$ cat src/kct_pkg.sv
package kct_pkg;

  // Operation codes of an input item
  typedef enum logic [2:0] {
    OP_TICK           = 3'd0,
    OP_DIGIT          = 3'd1,
    OP_SELECT_SECONDS = 3'd2,
    OP_START          = 3'd3,
    OP_CLEAR          = 3'd4
  } op_t;

  // Field widths
  localparam int unsigned OP_W      = 3;
  localparam int unsigned DIGIT_W   = 4;
  localparam int unsigned TICKS_W   = 16;
  localparam int unsigned TIME_W    = 14;
  localparam int unsigned MIN_W     = 9;
  localparam int unsigned SEC_W     = 6;
  localparam int unsigned VALUE_W   = 8;

  // Reset value of the ticks-per-second register
  localparam logic [TICKS_W-1:0] TICKS_RESET = 16'd5000;

  // Divide by sixty: q = (t * RECIP_60) >> RECIP_SHIFT, exact for t < 23831
  localparam int unsigned        RECIP_W     = 15;
  localparam logic [RECIP_W-1:0] RECIP_60    = 15'd17477;
  localparam int unsigned        RECIP_SHIFT = 20;
  localparam int unsigned        PROD_W      = TIME_W + RECIP_W;

  // Result payload
  typedef struct packed {
    logic [TIME_W-1:0]  remaining_time;
    logic               led_state;
    logic               shown_valid;
    logic [MIN_W-1:0]   shown_minutes;
    logic [SEC_W-1:0]   shown_seconds;
    logic               entry_mode;
    logic [VALUE_W-1:0] entered_minutes;
    logic [VALUE_W-1:0] entered_seconds;
  } result_t;

endpackage

$ cat src/kct_in_if.sv
interface kct_in_if;
  logic                            valid;
  logic                            ready;
  logic [kct_pkg::OP_W-1:0]        operation;
  logic [kct_pkg::DIGIT_W-1:0]     digit;

  modport source (output valid, output operation, output digit, input ready);
  modport sink   (input valid, input operation, input digit, output ready);
endinterface

$ cat src/kct_out_if.sv
interface kct_out_if;
  logic                            valid;
  logic                            ready;
  logic [kct_pkg::TIME_W-1:0]      remaining_time;
  logic                            led_state;
  logic                            shown_valid;
  logic [kct_pkg::MIN_W-1:0]       shown_minutes;
  logic [kct_pkg::SEC_W-1:0]       shown_seconds;
  logic                            entry_mode;
  logic [kct_pkg::VALUE_W-1:0]     entered_minutes;
  logic [kct_pkg::VALUE_W-1:0]     entered_seconds;

  modport source (
    output valid, output remaining_time, output led_state, output shown_valid,
    output shown_minutes, output shown_seconds, output entry_mode,
    output entered_minutes, output entered_seconds, input ready
  );
  modport sink (
    input valid, input remaining_time, input led_state, input shown_valid,
    input shown_minutes, input shown_seconds, input entry_mode,
    input entered_minutes, input entered_seconds, output ready
  );
endinterface

$ cat src/keypad_countdown_timer.sv
// Countdown timer with keypad entry.
// item_in carries one item per handshake: a timer tick or a key event
// (digit, select seconds, start, clear). result_out returns exactly one
// result item per input item, in order: remaining time, LED level, the
// time shown at a second boundary and the entry state after that item.
// cfg_wr_en/cfg_wr_data write the ticks-per-second count at any edge with
// cfg_wr_en high; write it only while no item is in flight.
// An accepted item sits in the input register, is worked into the result
// register once that register is free, and is offered from then on.
// Throughput: one item per cycle while result_out is ready; input and result
// registers hold one item each and advance whenever the stage ahead is free.
// Divide by sixty is one 14x15 multiply from the time register to the result.
// When result_out stalls, the result register holds, the input register
// fills behind it, and item_in.ready drops only once both are full.
// Reset (rst, synchronous) empties both stages, zeroes the counters, entry
// values, remaining time and LED, and loads 5000 ticks per second.
module keypad_countdown_timer (
  input  logic                         clk,
  input  logic                         rst,
  input  logic                         cfg_wr_en,
  input  logic [kct_pkg::TICKS_W-1:0]  cfg_wr_data,
  kct_in_if.sink                       item_in,
  kct_out_if.source                    result_out
);

  // Configuration
  logic [kct_pkg::TICKS_W-1:0] ticks_per_second;

  // Input register
  logic                         in_valid;
  logic [kct_pkg::OP_W-1:0]     in_op;
  logic [kct_pkg::DIGIT_W-1:0]  in_digit;

  // Timer state
  logic [kct_pkg::TICKS_W-1:0]  tick_count, tick_count_next;
  logic [kct_pkg::TIME_W-1:0]   time_left, time_left_next;
  logic                         mode_flag, mode_flag_next;
  logic [kct_pkg::VALUE_W-1:0]  minutes_value, minutes_value_next;
  logic [kct_pkg::VALUE_W-1:0]  seconds_value, seconds_value_next;
  logic                         led_level, led_level_next;

  // Result register
  logic                         res_valid;
  kct_pkg::result_t             res, res_next;

  // Handshake between stages
  logic res_free;
  logic work_en;

  // Datapath intermediates
  logic [kct_pkg::TICKS_W-1:0]  tick_inc;
  logic                         boundary;
  logic [kct_pkg::VALUE_W-1:0]  entry_cur;
  logic [kct_pkg::VALUE_W-1:0]  entry_new;
  logic [kct_pkg::TIME_W-1:0]   start_value;
  logic [kct_pkg::PROD_W-1:0]   recip_prod;
  logic [kct_pkg::MIN_W-1:0]    div_min;
  logic [kct_pkg::TIME_W-1:0]   min_times_60;
  logic [kct_pkg::TIME_W-1:0]   sec_full;

  assign res_free     = !res_valid || result_out.ready;
  assign work_en      = in_valid && res_free;
  assign item_in.ready = !in_valid || res_free;

  // Configuration register
  always_ff @(posedge clk) begin
    if (rst) begin
      ticks_per_second <= kct_pkg::TICKS_RESET;
    end else if (cfg_wr_en) begin
      ticks_per_second <= cfg_wr_data;
    end
  end

  // Input register: load on accept, empty when the item moves on
  always_ff @(posedge clk) begin
    if (rst) begin
      in_valid <= 1'b0;
    end else if (item_in.valid && item_in.ready) begin
      in_valid <= 1'b1;
    end else if (work_en) begin
      in_valid <= 1'b0;
    end
  end

  always_ff @(posedge clk) begin
    if (item_in.valid && item_in.ready) begin
      in_op    <= item_in.operation;
      in_digit <= item_in.digit;
    end
  end

  // Tick count and second boundary
  assign tick_inc = tick_count + {{(kct_pkg::TICKS_W-1){1'b0}}, 1'b1};
  assign boundary = (tick_inc == ticks_per_second);

  // Digit entry: value * 10 + digit, wrapping
  assign entry_cur = mode_flag ? seconds_value : minutes_value;
  assign entry_new = (entry_cur << 3) + (entry_cur << 1)
                   + {{(kct_pkg::VALUE_W-kct_pkg::DIGIT_W){1'b0}}, in_digit};

  // Start load: minutes * 60 + seconds
  assign start_value =
      ({{(kct_pkg::TIME_W-kct_pkg::VALUE_W){1'b0}}, minutes_value} << 6)
    - ({{(kct_pkg::TIME_W-kct_pkg::VALUE_W){1'b0}}, minutes_value} << 2)
    + {{(kct_pkg::TIME_W-kct_pkg::VALUE_W){1'b0}}, seconds_value};

  // Split remaining time into minutes and seconds by reciprocal multiply
  assign recip_prod = {{kct_pkg::RECIP_W{1'b0}}, time_left}
                    * {{kct_pkg::TIME_W{1'b0}}, kct_pkg::RECIP_60};
  assign div_min    = recip_prod[kct_pkg::RECIP_SHIFT +: kct_pkg::MIN_W];
  assign min_times_60 =
      ({{(kct_pkg::TIME_W-kct_pkg::MIN_W){1'b0}}, div_min} << 6)
    - ({{(kct_pkg::TIME_W-kct_pkg::MIN_W){1'b0}}, div_min} << 2);
  assign sec_full   = time_left - min_times_60;

  // Next state and result for the item in the input register
  always_comb begin
    tick_count_next    = tick_count;
    time_left_next     = time_left;
    mode_flag_next     = mode_flag;
    minutes_value_next = minutes_value;
    seconds_value_next = seconds_value;
    led_level_next     = led_level;
    res_next           = '0;

    unique case (in_op)
      kct_pkg::OP_TICK: begin
        tick_count_next = tick_inc;
        if (boundary) begin
          if (time_left != '0) begin
            res_next.shown_valid   = 1'b1;
            res_next.shown_minutes = div_min;
            res_next.shown_seconds = sec_full[kct_pkg::SEC_W-1:0];
            time_left_next = time_left - {{(kct_pkg::TIME_W-1){1'b0}}, 1'b1};
          end
          led_level_next  = !led_level;
          tick_count_next = '0;
        end
      end
      kct_pkg::OP_DIGIT: begin
        if (mode_flag) begin
          seconds_value_next = entry_new;
        end else begin
          minutes_value_next = entry_new;
        end
      end
      kct_pkg::OP_SELECT_SECONDS: begin
        mode_flag_next = 1'b1;
      end
      kct_pkg::OP_START: begin
        time_left_next = start_value;
      end
      kct_pkg::OP_CLEAR: begin
        mode_flag_next     = 1'b0;
        minutes_value_next = '0;
        seconds_value_next = '0;
        time_left_next     = '0;
      end
      default: begin
        // unused codes leave the state alone
      end
    endcase

    res_next.remaining_time  = time_left_next;
    res_next.led_state       = led_level_next;
    res_next.entry_mode      = mode_flag_next;
    res_next.entered_minutes = minutes_value_next;
    res_next.entered_seconds = seconds_value_next;
  end

  // Advance timer state on each worked item
  always_ff @(posedge clk) begin
    if (rst) begin
      tick_count    <= '0;
      time_left     <= '0;
      mode_flag     <= 1'b0;
      minutes_value <= '0;
      seconds_value <= '0;
      led_level     <= 1'b0;
    end else if (work_en) begin
      tick_count    <= tick_count_next;
      time_left     <= time_left_next;
      mode_flag     <= mode_flag_next;
      minutes_value <= minutes_value_next;
      seconds_value <= seconds_value_next;
      led_level     <= led_level_next;
    end
  end

  // Result register: hold while stalled
  always_ff @(posedge clk) begin
    if (rst) begin
      res_valid <= 1'b0;
    end else if (res_free) begin
      res_valid <= in_valid;
    end
  end

  always_ff @(posedge clk) begin
    if (work_en) begin
      res <= res_next;
    end
  end

  assign result_out.valid           = res_valid;
  assign result_out.remaining_time  = res.remaining_time;
  assign result_out.led_state       = res.led_state;
  assign result_out.shown_valid     = res.shown_valid;
  assign result_out.shown_minutes   = res.shown_minutes;
  assign result_out.shown_seconds   = res.shown_seconds;
  assign result_out.entry_mode      = res.entry_mode;
  assign result_out.entered_minutes = res.entered_minutes;
  assign result_out.entered_seconds = res.entered_seconds;

  // A shown time is the remaining time just before its decrement
  a_shown_matches_time: assert property (@(posedge clk) disable iff (rst)
    res_valid && res.shown_valid |->
      ({5'd0, res.shown_minutes} * 14'd60 + {8'd0, res.shown_seconds})
        == res.remaining_time + 14'd1)
    else $error("shown time does not match remaining time");

  // A second boundary flips the LED
  a_led_toggles: assert property (@(posedge clk) disable iff (rst)
    work_en && in_op == kct_pkg::OP_TICK && boundary |=>
      led_level != $past(led_level))
    else $error("LED did not toggle at a second boundary");

  // Key events leave the tick count alone
  a_keys_hold_ticks: assert property (@(posedge clk) disable iff (rst)
    !(work_en && in_op == kct_pkg::OP_TICK) |=> $stable(tick_count))
    else $error("tick count moved without a tick");

  // Clear zeroes the entry and the countdown
  a_clear_zeroes: assert property (@(posedge clk) disable iff (rst)
    work_en && in_op == kct_pkg::OP_CLEAR |=>
      !mode_flag && minutes_value == '0 && seconds_value == '0 && time_left == '0)
    else $error("clear left state behind");

  // A stalled result must not be overwritten by new work
  a_no_overwrite: assert property (@(posedge clk) disable iff (rst)
    res_valid && !result_out.ready |=> res_valid && $stable(res))
    else $error("stalled result changed");

endmodule
$ cat src/flat_wrapper.sv
// flat-port wrapper written by rule: the top's interface ports become plain ports
module keypad_countdown_timer_flat 
  (clk, rst, cfg_wr_en, cfg_wr_data, item_in_valid, item_in_operation, item_in_digit, item_in_ready, result_out_valid, result_out_remaining_time, result_out_led_state, result_out_shown_valid, result_out_shown_minutes, result_out_shown_seconds, result_out_entry_mode, result_out_entered_minutes, result_out_entered_seconds, result_out_ready);
  kct_in_if item_in_i ();
  kct_out_if result_out_i ();
  input  logic clk;
  input  logic rst;
  input  logic cfg_wr_en;
  input  logic [kct_pkg::TICKS_W-1:0] cfg_wr_data;
  input wire logic [$bits(item_in_i.valid)-1:0] item_in_valid;
  input wire logic [$bits(item_in_i.operation)-1:0] item_in_operation;
  input wire logic [$bits(item_in_i.digit)-1:0] item_in_digit;
  output wire logic [$bits(item_in_i.ready)-1:0] item_in_ready;
  output wire logic [$bits(result_out_i.valid)-1:0] result_out_valid;
  output wire logic [$bits(result_out_i.remaining_time)-1:0] result_out_remaining_time;
  output wire logic [$bits(result_out_i.led_state)-1:0] result_out_led_state;
  output wire logic [$bits(result_out_i.shown_valid)-1:0] result_out_shown_valid;
  output wire logic [$bits(result_out_i.shown_minutes)-1:0] result_out_shown_minutes;
  output wire logic [$bits(result_out_i.shown_seconds)-1:0] result_out_shown_seconds;
  output wire logic [$bits(result_out_i.entry_mode)-1:0] result_out_entry_mode;
  output wire logic [$bits(result_out_i.entered_minutes)-1:0] result_out_entered_minutes;
  output wire logic [$bits(result_out_i.entered_seconds)-1:0] result_out_entered_seconds;
  input wire logic [$bits(result_out_i.ready)-1:0] result_out_ready;
  assign item_in_i.valid = item_in_valid;
  assign item_in_i.operation = item_in_operation;
  assign item_in_i.digit = item_in_digit;
  assign item_in_ready = item_in_i.ready;
  assign result_out_valid = result_out_i.valid;
  assign result_out_remaining_time = result_out_i.remaining_time;
  assign result_out_led_state = result_out_i.led_state;
  assign result_out_shown_valid = result_out_i.shown_valid;
  assign result_out_shown_minutes = result_out_i.shown_minutes;
  assign result_out_shown_seconds = result_out_i.shown_seconds;
  assign result_out_entry_mode = result_out_i.entry_mode;
  assign result_out_entered_minutes = result_out_i.entered_minutes;
  assign result_out_entered_seconds = result_out_i.entered_seconds;
  assign result_out_i.ready = result_out_ready;
  keypad_countdown_timer u_core (.clk(clk), .rst(rst), .cfg_wr_en(cfg_wr_en), .cfg_wr_data(cfg_wr_data), .item_in(item_in_i), .result_out(result_out_i));
endmodule
$ cat config.mk
export PLATFORM = sky130hd
export DESIGN_NAME = keypad_countdown_timer_flat
export DESIGN_NICKNAME = d
export VERILOG_FILES = /design/src/kct_pkg.sv /design/src/kct_in_if.sv /design/src/kct_out_if.sv /design/src/keypad_countdown_timer.sv /design/src/flat_wrapper.sv
export SDC_FILE = /design/constraint.sdc
export NUM_CORES = 1
export LEC_CHECK = 0
export BUFFER_PORTS_ARGS = -buffer_cell sky130_fd_sc_hd__buf_2
export CORE_ASPECT_RATIO = 0.9
export CORE_MARGIN = 2
export CORE_UTILIZATION = 60
export DETAILED_ROUTE_END_ITERATION = 8
export GPL_ROUTABILITY_DRIVEN = 1
export HOLD_SLACK_MARGIN = 0.15
export PLACE_DENSITY = 0.91
export SETUP_SLACK_MARGIN = 0.4
export SYNTH_ARGS = -nofsm -noshare
export SYNTH_HDL_FRONTEND = slang
export SYNTH_SLANG_ARGS = --single-unit
$ cat constraint.sdc
create_clock -name clk -period 6.75 [get_ports clk]
set_input_delay 1.35 -clock clk [delete_from_list [all_inputs] [get_ports clk]]
set_output_delay 1.35 -clock clk [all_outputs]
set_load 0.02 [all_outputs]
==> Word-level counts from Yosys, hierarchy flattened <==
Cells that the tools add are included.
{ "word_totals": {"register_bits": 121, "inputBits": 28, "output_inout_bits": 50, "elab_cells": 61} }
{ "classes": {"n_addsub": 8, "mul": 1, "n_reduce_logical": 13, "mux": 15, "eq_ne": 5} }
{ "ops": {"columns": ["operator", "count"], "rows": [
  ["14-bit case mux with 3 select lines", 1],
  ["16-bit two-way mux", 2],
  ["8-bit case mux with 2 select lines", 2],
  ["14-bit by 15-bit multiplier with 29-bit output, second input constant", 1],
  ["14-bit two-way mux", 2],
  ["16-bit by 1-bit adder with 16-bit output, second input constant", 1],
  ["16-bit equality test", 1],
  ["8-bit two-way mux", 2],
  ["14-bit by 8-bit adder with 14-bit output", 1],
  ["14-bit nonzero test", 1],
  ["14-bit by 1-bit subtractor with 14-bit output, second input constant", 1],
  ["14-bit by 10-bit subtractor with 14-bit output", 1],
  ["8-bit by 4-bit adder with 8-bit output", 1],
  ["8-bit adder", 1],
  ["7-bit two-way mux", 1],
  ["3-bit by 2-bit equality test with 1-bit output, second input constant", 2],
  ["1-bit by 6-bit subtractor with 6-bit output, first input constant", 1],
  ["6-bit subtractor", 1],
  ["1-bit two-way mux", 4],
  ["2-bit AND reduction", 2],
  ["3-bit by 1-bit equality test with 1-bit output, second input constant", 1],
  ["3-bit equality test, second input constant", 1],
  ["1-bit zero test", 3],
  ["3-bit zero test", 1],
  ["other kinds (5)", 7]
]} }

==> Logic depth before layout (Yosys ltp) <==
Gate-level depths: netlist of run 1.
{ "logic_depth": {"word_depth": 5, "ltp_mapped": 22} }

==> Worst setup path after synthesis of run 1 <==
OpenSTA, ideal clock, no wires.
{ "synth_path": {"kind": "reg2reg", "start": "register u_core.time_left[7] (netlist name)", "end": "register u_core.res (netlist bit u_core.result_out.shown_seconds[5]) (data pin)", "setup_ns": 0.266, "stages_incl_launch_ff": 23, "path_buffers": 0, "path_slack_ns": 1.377, "period_less_slack_ns": 5.373, "t_arrival_ns": 5.107, "cell_sequence": "dfxtp_1 > ha_1 > ha_1 > ha_1 > fa_1 > inv_1 > fa_1 > inv_1 > fa_1 > ha_1 > a21o_1 > a21o_1 > a22oi_1 > nand3_1 > a31o_2 > a221oi_1 > xnor2_1 > ha_1 > a21o_1 > a21oi_1 > xnor2_1 > xnor2_1 > nor2_1"} }
{ "synth_via": {"elab_chain_cells": 3, "elab_cells_between_ends": 5} }
{ "synth_lines": {"columns": ["item", "line_no", "text"], "rows": [
  ["start, declared", "keypad_countdown_timer.sv:36", "logic [kct_pkg::TIME_W-1:0] time_left, time_left_next;"],
  ["start signal, assigned", "keypad_countdown_timer.sv:182", "time_left <= time_left_next;"],
  ["14-bit by 15-bit multiplier with 29-bit output", "keypad_countdown_timer.sv:109", "* {{kct_pkg::TIME_W{1'b0}}, kct_pkg::RECIP_60};"],
  ["net u_core.recip_prod (one bit)", "keypad_countdown_timer.sv:56", "logic [kct_pkg::PROD_W-1:0] recip_prod;"],
  ["1-bit by 6-bit subtractor with 6-bit output", "keypad_countdown_timer.sv:113", "- ({{(kct_pkg::TIME_W-kct_pkg::MIN_W){1'b0}}, div_min} << 2);"],
  ["6-bit subtractor", "keypad_countdown_timer.sv:114", "assign sec_full = time_left - min_times_60;"],
  ["end signal, assigned", "keypad_countdown_timer.sv:201", "res <= res_next;"],
  ["end, declared", "keypad_countdown_timer.sv:44", "kct_pkg::result_t res, res_next;"]
]} }
The timed path passes the listed nets, and every way through them passes these cells.
A chain may end at the register's enable or synchronous reset.

==> Worst setup path in the final report of run 1 <==
Ends and elaborated chain as after synthesis.

==> results.toml, run 1 <==
[global_routing]
grt_max_degree = 73
grt_pass1_vias = 7419
grt_usage = 0.275
grt_antenna_before_repair = 0
grt_first_pass_wirelength_mm = 35.1
grt-ovfl-total = 0

[critical_path]
worstPathRequired_ns = 6.92
ff2ff_setup_slack_ns = 0.93
criticalPathCategory = "flop to flop"
r2r-end = "u_core.result_out.shown_seconds[5]"
startpoint_type = "flop"
worst-path-max-fanout = 10
reg2regPathDepth = 22
critPathArrivalTime_ns = 5.99
endpoint_kind = "flop"
r2r-start = "u_core.time_left[7]"

[detailed_routing]
wl_mm = 21.4
antenna_left = 0
wl_per_cell_um = 17.4
drt-pass1-iter-count = 7
drt_iter0_drc = 761
drc = 0
avgViaCountPerCell = 6.20
via_count = 7636

[finish]
seqCellArea_um2 = 2970
fin_cells = 1232
fin_area_um2 = 10200
diodes = 0
final_common_cell = "ha_1"
drive_above_1_share = 0.132
num-nets-final = 1193
fillers = 1133
final_util = 0.696
area_delta_synth_final_pct = 13.4
multiInputGateArea_um2 = 5630
layout_common_cells = "ha_1 (119), nand2_1 (101), buf_2 (77)"

[floorplanning]
die_w_um = 133
start_util = 0.614
core_area_um2 = 14700
die_h_um = 120
rows = 42
io_pins = 78
die-area_um2 = 16100

[power_and_ir_drop]
p_leak_nw = 4.69
peakVddDrop_mv = 0.179
total_power_mw = 2.11
p_switching_mw = 0.509
power.density_nw_per_um2 = 206
p_clk_frac = 0.500
p_seq_frac = 0.385
p_sw_frac = 0.240
pwr-share-comb = 0.115
p_int_mw = 1.61

[clocking]
clockBufferDepth = 2
post-cts-setup-buffers = 0
cts_tree = "built"
clk_latency_ns = 0.43
cts_made_buffers = 17
clk_pin_slew_ns = 0.06
clock_sinks = 121
postCtsHoldBufs = 0
ctsResizeCount = 0
root_buffer = "clkbuf_16"
cts_htree_levels = 4

[timing]
fin_setup_tns_ns = 0
timing.hold.ws_ns = 0.476
max-slew-margin-rel = 0.148
worstMarginPinSlew_ns = 1.27
setup_ws_ns = 0.932
maxSlewViolCount = 0
setup_violations = 0
hold_viol_final = 0
rsz0062_at_grt = "no"
period_share = 0.862
period_needed_ns = 5.82
fmax_mhz = 172
skew_ns = 0.00947

[synthesis]
yosys_warnings = 0
synth_cell_types = 82
synth-seq-cells = 121
syn_area_per_cell_um2 = 9.43
ys_seq_area_frac = 0.329
async_flop_share = 0
synth-edff-count = 55
netlist.area_leader.share = 0.183
synth_area_um2 = 9030
synthCells = 958
yosysTopAreaCell = "edfxtp_1"
synth_area_leaders = "edfxtp_1 (18%), ha_1 (16%), dfxtp_1 (15%)"
synth_ff_type = "dfxtp_1"
syn_nets = 1130

[worst_hold_path]
min-delay-start = "u_core.minutes_value[1]"
worstHoldPathType = "flop to flop"
whs_endpoint = "u_core.minutes_value[1]"
whs_path_depth = 2

[outcome]
outcome = "complete, no violations"

[placement]
dp_hpwl_mm = 15.3
numPortBuffers = 77
pre_cts_ws_ns = 0.958
gp_congestion = 0.921
dpl-instance-area_um2 = 9550
dp.cells = 1200

[flow_run]
cap_violations = 0
[kinds of logic after synthesis]
logic type,share of synthesized area
AOI/OAI and AO/OA,0.164
xor gates and xnor gates,0.0481
adders and majority gates,0.220
buffers and inverters,0.0476
DFF,0.329
muxes,0.0212
and+or+nand+nor,0.170
[synth_stat cells (all sizes together), types with 11 or more instances]
library cell and instances:
ha 119, nor2 74, mux2i 18, nand3 20, nand4 11, a32o 14
xnor2 35, o21ai 49, inv 69, nand2 102, fa 25, edfxtp 55
dfxtp 66, a22o 11, nor2b 11, clkbuf 31, o21a 11, a31oi 11
a21oi 38, nor3 29, xor2 12
[layer usage]
metal | routed length, um | global-route usage | vias to the layer above
met1 | 9250 | 0.347 | 3574
met2 | 9820 | 0.448 | 374
met3 | 1760 | 0.0813 | 73
met4 | 577 | 0.107 | 0
li1 | - | - | 3615
met5 | 0 | 0 | -
[power by group through the flow]
stage               Sequential, mW  Combinational, mW  Clock (mW)
global placement             0.827              0.229           0
finish                       0.813              0.243        1.06
global route                 0.816              0.268        1.10
CTS                          0.813              0.239        1.07
detailed placement           0.828              0.236           0
floorplan                    0.836              0.163           0
[flip-flops by register name, summed over array words and instances, names as in the netlist, 9 cells and up]
signal and flops:
u_core.time_left 14, u_core.tick_count 16, u_core.result_out.shown_minutes 9, u_core.ticks_per_second 16
u_core.result_out.remaining_time 14
[area by class of cell]
type	count	share of cell area
sequential	121	0.290
multi-input combinational	727	0.550
timing repair buffer	84	0.0428
tap	198	0.0242
clock buffer	22	0.0463
clock inverter	10	0.0209
inverter	70	0.0257
[worst max-delay path: stages (launching register included)]
cell	delay (ns)
dfxtp_1	0.52
ha_1	0.22
ha_1	0.22
ha_1	0.20
fa_1	0.39
inv_1	0.09
fa_1	0.41
inv_1	0.08
fa_1	0.42
ha_1	0.31
a21o_1	0.17
a21o_1	0.18
a22oi_1	0.34
nand3_1	0.12
a31o_2	0.27
a221oi_1	0.39
xnor2_1	0.26
ha_1	0.30
a21o_1	0.15
a21oi_1	0.17
xnor2_1	0.15
xnor2_1	0.13
nor2_1	0.05
[worst max path at each step]
stage	startpoint	end	slack, ns	cells after the start
floorplan	u_core.time_left[7]	u_core.result_out.shown_seconds[5]	1.38	22
global placement	u_core.time_left[7]	u_core.result_out.shown_seconds[5]	1.10	22
detailed placement	u_core.time_left[7]	u_core.result_out.shown_seconds[5]	0.96	22
CTS	u_core.time_left[7]	u_core.result_out.shown_seconds[5]	0.96	22
global route	u_core.time_left[7]	u_core.result_out.shown_seconds[5]	0.60	22
finish	u_core.time_left[7]	u_core.result_out.shown_seconds[5]	0.93	22
No activity file was read; power rests on OpenSTA's default activity.
==> inputs of run 2 (changes only) <==
--- a/config.mk
+++ b/config.mk
@@ -6,13 +6,15 @@
 export NUM_CORES = 1
 export LEC_CHECK = 0
 export BUFFER_PORTS_ARGS = -buffer_cell sky130_fd_sc_hd__buf_2
+export CELL_PAD_IN_SITES_DETAIL_PLACEMENT = 0
+export CELL_PAD_IN_SITES_GLOBAL_PLACEMENT = 1
 export CORE_ASPECT_RATIO = 0.9
 export CORE_MARGIN = 2
-export CORE_UTILIZATION = 60
+export CORE_UTILIZATION = 47
 export DETAILED_ROUTE_END_ITERATION = 8
 export GPL_ROUTABILITY_DRIVEN = 1
 export HOLD_SLACK_MARGIN = 0.15
-export PLACE_DENSITY = 0.91
+export PLACE_DENSITY = 0.92
 export SETUP_SLACK_MARGIN = 0.4
 export SYNTH_ARGS = -nofsm -noshare
 export SYNTH_HDL_FRONTEND = slang
==> results.toml, run 2 (synthesis gave the netlist of run 1 again) <==
[clocking]
postCtsHoldBufs = 0
ctsResizeCount = 0
clock_sinks = 121
cts_tree = "built"
cts_htree_levels = 4
root_buffer = "clkbuf_16"
clockBufferDepth = 2
post-cts-setup-buffers = 0
clk_latency_ns = 0.43
clk_pin_slew_ns = 0.06
cts_made_buffers = 17

[floorplanning]
start_util = 0.475
core_area_um2 = 19000
die_h_um = 136
die_w_um = 150
rows = 48
die-area_um2 = 20300
io_pins = 78

[finish]
final_util = 0.536
num-nets-final = 1194
diodes = 0
layout_common_cells = "ha_1 (119), nand2_1 (101), buf_2 (77)"
area_delta_synth_final_pct = 13.0
drive_above_1_share = 0.134
final_common_cell = "ha_1"
fillers = 1732
reg_top3 = "u_core.tick_count: 16 flops, u_core.ticks_per_second: 16 flops"

[critical_path]
cp_num_buf_inv = 2
criticalPathCategory = "flop to flop"
critPathTopFamily = "adder cells"
startpoint_type = "flop"
critPathArrivalTime_ns = 6.00
worst-path-max-fanout = 10
cp_slowest_cell = "dfxtp_1"
worstPathRequired_ns = 6.91
slowest_delay_ns = 0.57
crit_chain = "ha_1, ha_1, ha_1, fa_1, inv_1, fa_1, inv_1, fa_1, ha_1, a21o_1, a21o_1, a22oi_1, nand3_1, a31o_2, a221oi_1, xnor2_1, ha_1, a21o_1, a21oi_1, xnor2_1, xnor2_1, nor2_1"
cp_common_cell = "ha_1"
ff2ff_setup_slack_ns = 0.91
endpoint_kind = "flop"

[global_routing]
grt_antenna_before_repair = 0
grt_first_pass_wirelength_mm = 36.3
grt_max_degree = 62
grt-ovfl-total = 0
grt_pass1_vias = 7119
grt_usage = 0.228

[worst_hold_path]
worstHoldPathType = "flop to flop"

[detailed_routing]
via_count = 7421
drt_iter0_drc = 471
avgViaCountPerCell = 5.78
antenna_left = 0
drc = 0
wl_mm = 22.0
wl_per_cell_um = 17.1
drt-pass1-iter-count = 5

[power_and_ir_drop]
p_leak_nw = 4.64
power.density_nw_per_um2 = 191
peakVddDrop_mv = 0.149

[timing]
period_share = 0.865
period_needed_ns = 5.84
worstMarginPinSlew_ns = 0.874
maxSlewViolCount = 0
hold_viol_final = 0
fmax_mhz = 171
skew_ns = 0.0104
rsz0062_at_grt = "no"
max-slew-margin-rel = 0.417
setup_violations = 0
fin_setup_tns_ns = 0

[placement]
numPortBuffers = 77
dp_hpwl_mm = 15.9
gp_congestion = 0.903

[flow_run]
cap_violations = 0

[outcome]
outcome = "complete, no violations"
[run 2: cell types whose count changed in the layout (fill, tap and decap cells not counted), moves of 2 or more]
cell | previous run | this run
clkinv_4 | 3 | 1
clkinvlp_4 | 1 | 3
clkinv_2 | 0 | 3
bufinv_16 | 6 | 1
[run 2: layout make-up]
class | instances | area (um2) | share of cell area
clock inverter | 10 | 91.3 | 0.00895
timing repair buffer | 85 | 445 | 0.0436
clock buffer | 22 | 485 | 0.0476
inverter | 70 | 263 | 0.0257
sequential | 121 | 2970 | 0.291
multi-input combinational | 727 | 5640 | 0.552
tap | 250 | 313 | 0.0306
[run 2: report_power, final]
part | internal (mW) | total [mW] | switching, mW
combinational | 0.0907 | 0.242 | 0.151
clock | 0.547 | 0.890 | 0.343
sequential | 0.792 | 0.814 | 0.0223
total | 1.43 | 1.95 | 0.516
[run 2: metal layers]
layer | track usage | wire length [um] | up-vias
met5 | 0 | 0 | -
met4 | 0.0875 | 543 | 0
met3 | 0.0485 | 1340 | 40
met2 | 0.363 | 10300 | 264
met1 | 0.304 | 9820 | 3495
li1 | - | - | 3622
[run 2: stage by stage]
step	area [um2]	setup WS [ns]	std cells	power, mW	hold slack, ns
final	10200	0.910	1285	1.95	0.477
after global routing	10200	0.579	1285	2.02	0.508
after CTS	10200	0.948	1285	1.96	0.479
after detailed placement	9630	0.957	1253	1.07	0.470
after global placement	9630	1.11	1253	1.06	0.463
after floorplan	9030	1.38	958	0.999	0.449
[run 2: path summary, 6_finish.rpt]
path | start | to | cells after the start
worst max-delay path | u_core.time_left[7] | u_core.result_out.shown_seconds[5] | 22
worst min-delay path | u_core.minutes_value[1] | u_core.minutes_value[1] | 2
worst min register to register | u_core.minutes_value[1] | u_core.minutes_value[1] | 2
worst max register to register | u_core.time_left[7] | u_core.result_out.shown_seconds[5] | 22
[run 2: worst min-delay path, delay by kind of cell, from the launching register on]
family | cells | cell delay (ns)
AOI/OAI and AO/OA | 1 | 0.05
DFF | 1 | 0.32
and+or+nand+nor | 1 | 0.06
==> inputs of run 3 (changes only) <==
--- a/config.mk
+++ b/config.mk
@@ -14,7 +14,7 @@
 export DETAILED_ROUTE_END_ITERATION = 8
 export GPL_ROUTABILITY_DRIVEN = 1
 export HOLD_SLACK_MARGIN = 0.15
-export PLACE_DENSITY = 0.92
+export PLACE_DENSITY = 0.78
 export SETUP_SLACK_MARGIN = 0.4
 export SYNTH_ARGS = -nofsm -noshare
 export SYNTH_HDL_FRONTEND = slang
==> results.toml, run 3 (synthesis gave the netlist of run 1 again) <==
[outcome]
outcome = "complete, no violations"

[clocking]
cts_tree = "built"
clk_pin_slew_ns = 0.06
clk_latency_ns = 0.42
clock_sinks = 121
postCtsHoldBufs = 0
root_buffer = "clkbuf_16"
ctsResizeCount = 0
clockBufferDepth = 2
post-cts-setup-buffers = 0
cts_made_buffers = 17
cts_htree_levels = 4

[power_and_ir_drop]
p_leak_nw = 4.65
peakVddDrop_mv = 0.146
power.density_nw_per_um2 = 193
total_power_mw = 1.97

[global_routing]
grt_max_degree = 40
grt-ovfl-total = 0
grt_first_pass_wirelength_mm = 36.0
grt_antenna_before_repair = 0
grt_pass1_vias = 6935
grt_usage = 0.226

[placement]
dp_hpwl_mm = 16.2
gp_congestion = 0.902
dpl-instance-area_um2 = 9630
pre_cts_ws_ns = 0.924
numPortBuffers = 77
dp.cells = 1254

[floorplanning]
start_util = 0.475
rows = 48
core_area_um2 = 19000
io_pins = 78
die_h_um = 136
die-area_um2 = 20300
die_w_um = 150

[finish]
area_delta_synth_final_pct = 13.2
layout_common_cells = "ha_1 (119), nand2_1 (101), buf_2 (77)"
diodes = 0
reg_top3 = "u_core.tick_count: 16 flops, u_core.ticks_per_second: 16 flops"
fin_area_um2 = 10200
fin_cells = 1286
fillers = 1758
num-nets-final = 1195
drive_above_1_share = 0.136
final_common_cell = "ha_1"
final_util = 0.537

[timing]
fin_setup_tns_ns = 0
period_needed_ns = 5.79
maxSlewViolCount = 0
setup_violations = 0
setup_ws_ns = 0.957
period_share = 0.858
hold_viol_final = 0
skew_ns = 0.0114
max-slew-margin-rel = 0.372
worstMarginPinSlew_ns = 0.942
timing.hold.ws_ns = 0.475
rsz0062_at_grt = "no"
fmax_mhz = 173

[critical_path]
worstPathRequired_ns = 6.91
startpoint_type = "flop"
cp_slowest_cell = "dfxtp_1"
slowest_delay_ns = 0.55
critPathLaunch = "u_core.time_left[7]"
cp_num_buf_inv = 2
cp_common_cell = "ha_1"
cp_num_cells = 22
r2r-end = "u_core.result_out.shown_seconds[5]"
worst-path-max-fanout = 10
criticalPathCategory = "flop to flop"
reg2regPathDepth = 22
critPathTopFamily = "adder cells"
ff2ff_setup_slack_ns = 0.96
crit_chain = "ha_1, ha_1, ha_1, fa_1, inv_1, fa_1, inv_1, fa_1, ha_1, a21o_1, a21o_1, a22oi_1, nand3_1, a31o_2, a221oi_1, xnor2_1, ha_1, a21o_1, a21oi_1, xnor2_1, xnor2_1, nor2_1"
worstSetupEndpoint = "u_core.result_out.shown_seconds[5]"
r2r-start = "u_core.time_left[7]"
endpoint_kind = "flop"
critPathArrivalTime_ns = 5.96

[detailed_routing]
drc = 0
via_count = 7337
wl_per_cell_um = 17.2
drt_iter0_drc = 410
drt-pass1-iter-count = 4
avgViaCountPerCell = 5.71
wl_mm = 22.1
antenna_left = 0

[flow_run]
cap_violations = 0

[worst_hold_path]
worstHoldPathType = "flop to flop"
==> run 3: worst min path at each step <==
stage | from | endpoint | depth (start not counted)
after floorplan | u_core.minutes_value[0] | u_core.minutes_value[0] | 2
after global placement | u_core.minutes_value[0] | u_core.minutes_value[0] | 2
after detailed placement | u_core.minutes_value[0] | u_core.minutes_value[0] | 2
after CTS | u_core.minutes_value[0] | u_core.minutes_value[0] | 2
after global routing | u_core.minutes_value[0] | u_core.minutes_value[0] | 2
final | u_core.minutes_value[0] | u_core.minutes_value[0] | 2
==> run 3: layout make-up <==
type                    count  area, um2  share of cell area
clock buffers              17        425              0.0416
clock inverters            15        165              0.0162
inverters                  70        263              0.0257
multi-input cells         727       5630               0.551
flip-flops and latches    121       2970               0.291
well taps                 250        313              0.0306
repair buffers             86        453              0.0443
==> run 3: report_power, final <==
| part | switching, mW | leakage [nW] | internal, mW |
|---|---|---|---|
| clock | 0.371 | 0.289 | 0.551 |
| combinational | 0.151 | 3.29 | 0.0901 |
| sequential | 0.0208 | 1.07 | 0.791 |
| total | 0.542 | 4.65 | 1.43 |
==> run 3: worst reg2reg max path: stages (launching register included) <==
cell and delay, ns:
dfxtp_1 0.55, ha_1 0.23, ha_1 0.23, ha_1 0.20, fa_1 0.39, inv_1 0.08
fa_1 0.41, inv_1 0.08, fa_1 0.42, ha_1 0.31, a21o_1 0.18, a21o_1 0.17
a22oi_1 0.31, nand3_1 0.12, a31o_2 0.27, a221oi_1 0.37, xnor2_1 0.24, ha_1 0.30
a21o_1 0.15, a21oi_1 0.18, xnor2_1 0.15, xnor2_1 0.14, nor2_1 0.05
==> run 3: layer usage <==
metal,track usage,share of wire
met1,0.323,0.49
met2,0.355,0.45
met3,0.0377,0.045
met4,0.0608,0.012
met5,0,0
